$ cat config.mk
export PLATFORM = sky130hd
export DESIGN_NAME = cir_back
export DESIGN_NICKNAME = d
export VERILOG_FILES = /design/src/cir_pkg.sv /design/src/cir_back.sv
export SDC_FILE = /design/constraint.sdc
export NUM_CORES = 1
export LEC_CHECK = 0
export ABC_CLOCK_PERIOD_IN_PS = 11200
export BUFFER_PORTS_ARGS = -buffer_cell sky130_fd_sc_hd__buf_2
export CORE_AREA = 3 3 246 248
export DETAILED_ROUTE_END_ITERATION = 16
export DIE_AREA = 0 0 249 251
export PLACE_DENSITY = 0.74
export REMOVE_ABC_BUFFERS = 1
export SLEW_MARGIN = 25
export SYNTH_ARGS = -nofsm -noshare
export SYNTH_HDL_FRONTEND = slang
export SYNTH_SLANG_ARGS = --single-unit
$ cat constraint.sdc
create_clock -name clk -period 11.2 [get_ports clk]
set_input_delay 1.12 -clock clk [delete_from_list [all_inputs] [get_ports clk]]
set_output_delay 1.12 -clock clk [all_outputs]
set_load 0.01 [all_outputs]
$ cat src/cir_pkg.sv
`timescale 1ns / 1ps
`default_nettype none

package cir_pkg;

	localparam int COMP_W = 20;
	localparam int VEC_W = 3 * COMP_W;
	localparam int IM_W = 24;
	localparam int TOT_W = IM_W + 1;
	localparam int PEN_W = 19;
	localparam int REST_W = 17;
	localparam int SUM_W = 24;

	localparam int NUM_W = 69;
	localparam int Q_W = 22;
	localparam int REM_W = TOT_W;
	localparam int DIV_BITS = 2;
	localparam int DIV_STAGES = Q_W / DIV_BITS;
	localparam int LANES = 12;

	localparam int LANE_PA = 0;
	localparam int LANE_PB = 1;
	localparam int LANE_JA = 2;
	localparam int LANE_JB = 3;

	localparam logic [Q_W-1:0] MAG_CAP = 22'h200000;

	typedef enum logic [1:0] {
		OUT_NONE = 2'd0,
		OUT_SEPARATING = 2'd1,
		OUT_IMPULSE = 2'd2
	} outcome_t;

	typedef logic [LANES-1:0][NUM_W-1:0] num_vec_t;
	typedef logic [LANES-1:0][Q_W-1:0] mag_vec_t;

	typedef struct packed {
		logic [VEC_W-1:0] va;
		logic [VEC_W-1:0] vb;
		logic [2:0] nneg;
		logic tot_zero;
		logic sep;
	} side_t;

endpackage

`default_nettype wire

$ cat src/cir_back.sv
`timescale 1ns / 1ps
`default_nettype none

module cir_back import cir_pkg::*; (
	input logic clk,
	input logic arst_n,
	input logic in_valid,
	output logic in_ready,
	input mag_vec_t mag,
	input side_t side,
	output logic out_valid,
	input logic out_stall,
	output logic [VEC_W-1:0] position_delta_a,
	output logic [VEC_W-1:0] position_delta_b,
	output logic [VEC_W-1:0] new_velocity_a,
	output logic [VEC_W-1:0] new_velocity_b,
	output logic [1:0] outcome
);

	function automatic logic [COMP_W-1:0] sat_comp(input logic signed [SUM_W-1:0] x);
		logic [SUM_W-COMP_W:0] top;
		top = x[SUM_W-1:COMP_W-1];
		if ((&top) || !(|top)) begin
			return x[COMP_W-1:0];
		end
		return x[SUM_W-1] ? {1'b1, {(COMP_W-1){1'b0}}} : {1'b0, {(COMP_W-1){1'b1}}};
	endfunction

	logic en;
	logic vld_q;
	logic [VEC_W-1:0] pda_c, pdb_c, nva_c, nvb_c;
	outcome_t oc_c;

	assign en = !vld_q || !out_stall;
	assign in_ready = en;

	always_comb begin
		logic signed [SUM_W-1:0] ma, mb, ja, jb, va, vb, da, db;
		logic impulse;
		impulse = !side.tot_zero && !side.sep;
		for (int c = 0; c < 3; c++) begin
			ma = $signed({2'b00, mag[c*4+LANE_PA]});
			mb = $signed({2'b00, mag[c*4+LANE_PB]});
			ja = $signed({2'b00, mag[c*4+LANE_JA]});
			jb = $signed({2'b00, mag[c*4+LANE_JB]});
			va = $signed({{(SUM_W-COMP_W){side.va[c*COMP_W+COMP_W-1]}},
				side.va[c*COMP_W +: COMP_W]});
			vb = $signed({{(SUM_W-COMP_W){side.vb[c*COMP_W+COMP_W-1]}},
				side.vb[c*COMP_W +: COMP_W]});
			if (side.tot_zero) begin
				da = '0;
				db = '0;
			end else begin
				da = side.nneg[c] ? ma : -ma;
				db = side.nneg[c] ? -mb : mb;
			end
			if (impulse) begin
				va = side.nneg[c] ? va + ja : va - ja;
				vb = side.nneg[c] ? vb - jb : vb + jb;
			end
			pda_c[c*COMP_W +: COMP_W] = sat_comp(da);
			pdb_c[c*COMP_W +: COMP_W] = sat_comp(db);
			nva_c[c*COMP_W +: COMP_W] = sat_comp(va);
			nvb_c[c*COMP_W +: COMP_W] = sat_comp(vb);
		end
		if (side.tot_zero) begin
			oc_c = OUT_NONE;
		end else if (side.sep) begin
			oc_c = OUT_SEPARATING;
		end else begin
			oc_c = OUT_IMPULSE;
		end
	end

	always_ff @(posedge clk or negedge arst_n) begin
		if (!arst_n) begin
			vld_q <= 1'b0;
		end else if (en) begin
			vld_q <= in_valid;
		end
	end

	always_ff @(posedge clk) begin
		if (en) begin
			position_delta_a <= pda_c;
			position_delta_b <= pdb_c;
			new_velocity_a <= nva_c;
			new_velocity_b <= nvb_c;
			outcome <= oc_c;
		end
	end

	assign out_valid = vld_q;

endmodule

`default_nettype wire

==> run_results.csv <==
group,metric,value,unit
cts,post_cts_resized,0,
global_route,antenna_found_initial,37,
cts,cts_setup_buffers,0,
routing,met3_length,7060,um
cells_and_area,fin_cells,4047,
timing,fin_crit,5.87,ns
cells_and_area,area_growth,22.5,%
cts,ctsHoldBuffers,0,
die,die_area,62500,um^2
run,cap_violations,0,
worst_hold_path,min_path_type,"input port to async pin",
routing,met2_length,38300,um
routing,first_pass_iters,7,
cts,clockBufferDepth,3,
cts,htreeDepth,2,
power,power.switching,1.31,mW
worst_setup_path,crit_type,"input port to register",
routing,wl_met1,32300,um
timing,slew_viol_final,0,
die,rows,89,
yosys,synthFlopType,"edfxtp_1",
die,die_w,249,um
outcome,outcome,"complete, no violations",
routing,finalWirelength,81200,um
yosys,synth_area_per_cell,8.63,um^2
cts,numClockSinks,243,
timing,finalCritPeriodShare,52.4,%
global_route,grt_usage,24.6,%
routing,vias,22900,
routing,postRouteAntennaNets,0,
cells_and_area,design_area,27900,um^2
cts,cts_tree,"built",
die,die-height,251,um
yosys,synth-edff-count,242,
global_route,grt_pass1_vias,21600,
yosys,synth_area,22700,um^2
yosys,ys_warn_count,0,
placement,dp_hpwl,64600,um
power,power_density,132,nW/um^2
yosys,seq_area_frac_synth,32.1,%
worst_setup_path,critPathCaptureType,"register",
power,swShare,35.5,%
timing,tightest_slew,0.970,ns
timing,relSlewSlack,35.3,%
routing,viasPerCell,5.66,
placement,numPlacedInstances,3966,
cells_and_area,layout-drive-gt1-share,23.2,%
worst_setup_path,cp-start-kind,"input port",
cells_and_area,nets,3803,
global_route,grt_max_degree,85,
placement,gp_congestion,0.942,
power,leakagePower,11.8,nW
yosys,synth-seq-cells,243,
yosys,ys_types,90,
power,seq_power_share,32.6,%
cts,cts-buffers-inserted,35,
placement,io_buffers,636,
global_route,grt_first_pass_wirelength,123000,um
power,p_int,2.37,mW
cts,clk_pin_slew,0.06,ns
timing,tns,0,ns
timing,fin_skew,0.0220,ns
power,power.clock.fraction,30.5,%
worst_setup_path,critPathMaxFanout,19,
routing,top_layer,"met5",
yosys,synth_cells,2637,
placement,postPlaceCellArea,26700,um^2
worst_setup_path,cp.arrival,6.10,ns
yosys,synthArstFlopShare,0.412,%
power,vdd_drop_max,0.112,mV
timing,holdWs,0.351,ns
worst_setup_path,required,11.43,ns
cts,cts-root-buf,"clkbuf_16",
routing,drtIter0Drc,1577,
cells_and_area,final_core_util,47.5,%
die,core_region_area,58700,um^2
timing,setup_violations,0,
timing,rsz0062_at_grt,"no",
cts,clk_latency,0.55,ns
routing,drcViolationCount,0,
die,start_util,38.8,%
timing,hold_viol_final,0,
power,combPwrFrac,37.0,%
die,io-pin-count,637,
cells_and_area,fillers,5633,
timing,fmax,170,MHz
routing,wl_per_cell,20.1,um
global_route,overflow,0,
==> logic make-up after synthesis <==
| family | after synthesis | synth area share (%) |
|---|---|---|
| xor+xnor | 358 | 13.8 |
| flops | 243 | 32.1 |
| buf+inv | 171 | 2.98 |
| simple gates | 785 | 16.3 |
| mux | 19 | 0.853 |
| compound gates | 881 | 23.9 |
| fa+ha+maj | 180 | 10.1 |
==> final timing paths <==
check | start | end | slack, ns | cells after the start
worst min register to register | out_valid$_DFFE_PN0P_ | out_valid$_DFFE_PN0P_ | 1.06 | 3
worst min-delay path | arst_n | out_valid$_DFFE_PN0P_ | 0.35 | 1
worst max register to register | out_valid$_DFFE_PN0P_ | position_delta_a[48]$_DFFE_PP_ | 7.98 | 4
worst max-delay path | mag[47] | new_velocity_a[11]$_DFFE_PP_ | 5.33 | 20
max in group asynchronous | arst_n | out_valid$_DFFE_PN0P_ | 10.77 | 1
min in group clk | in_valid | out_valid$_DFFE_PN0P_ | 0.78 | 2
==> registers in the layout, summed over array words and instances (netlist names) <==
register and count:
position_delta_b 60, position_delta_a 60, new_velocity_b 60, outcome 2, out_valid 1, new_velocity_a 60
==> area by class of cell <==
cell class                 instances  area (um^2)  share of cell area, %
clock inverter                    26          274                  0.983
antenna                           18         45.0                  0.162
clock buffer                      37          883                   3.17
timing repair buffer             654         3320                   11.9
multi-input combinational       2223        14800                   53.1
tap                              773          967                   3.47
inverter                          73          275                  0.988
sequential                       243         7290                   26.2
==> synth_stat cells (25+ instances only) <==
master,count,share of area [%]
a21o_1,56,1.8
a21oi_1,293,6.4
a31oi_1,55,1.5
clkbuf_1,73,1.2
edfxtp_1,242,32
ha_1,174,9.6
inv_1,72,1.2
nand2_1,200,3.3
nand2b_1,33,0.91
nand3_1,36,0.79
nor2_1,269,4.4
nor3_1,81,1.8
nor4_1,36,0.99
o21a_1,25,0.83
o21ai_0,250,5.5
o31ai_1,31,1.0
xnor2_1,188,7.2
xor2_1,170,6.5
==> placed cells by master (no fill, tap or decap), types with 9 or more instances in the layout <==
cell       Yosys  layout
inv_1         72      71
or3_1         18      18
xnor2_1      188     188
nor4_1        36      36
o21bai_1      11      11
a31oi_1       55      55
or4_1         18      18
nand3_1       36      36
diode_2        0      18
o21a_1        25      25
o221ai_1      10      10
buf_2          7     635
xor2_1       170     170
nand4_1       14      14
nor2_1       269     269
nor3_1        81      80
o31ai_1       31      31
o21ai_0      250     250
a211oi_1      24      24
o21ai_2       11      11
edfxtp_1     242     242
nand2b_1      33      33
and3_1        11      11
a221o_1       21      21
and2_1        14      14
mux2i_1       16      16
ha_1         174     174
nor2b_1       19      18
buf_4          1      19
a21oi_1      293     293
a21o_1        56      56
nand2_1      200     199
clkinv_2       0       9
clkbuf_16      0      35
==> critical path, stage by stage <==
cell	delay [ns]
buf_2	0.12
nor3_1	0.46
nand2_1	0.13
nor3_1	0.42
nand2_1	0.13
nor3_1	0.27
nand2_1	0.10
nor3_1	0.50
a21oi_1	0.17
xor2_1	0.19
ha_1	0.33
a21o_1	0.18
a21o_1	0.17
a21oi_1	0.17
o21ai_0	0.11
a31oi_1	0.18
xnor2_1	0.20
xnor2_1	0.18
a311oi_4	0.87
a21oi_1	0.09
==> routing by layer <==
metal | GRT usage [%] | vias to the layer above
met5 | 0 | -
met4 | 9.52 | 26
met3 | 6.29 | 212
met2 | 41.9 | 922
met1 | 30.0 | 10700
li1 | - | 11000
==> power groups by stage <==
stage	Clock [mW]	Sequential, mW	Combinational, mW
2_1_floorplan	0	1.29	0.790
3_3_place_gp	0	1.22	1.33
5_1_grt	1.18	1.21	1.50
3_5_place_dp	0	1.22	1.34
4_1_cts	1.15	1.20	1.35
6_report	1.12	1.20	1.36
==> through the flow <==
| step | total power, mW | setup WS [ns] |
|---|---|---|
| 2_1_floorplan | 2.08 | 3.82 |
| 3_5_place_dp | 2.56 | 4.80 |
| 4_1_cts | 3.71 | 5.37 |
| 6_report | 3.68 | 5.33 |
| 3_3_place_gp | 2.55 | 4.86 |
| 5_1_grt | 3.90 | 4.93 |
Note: power is estimated with default switching activity, not from simulation.
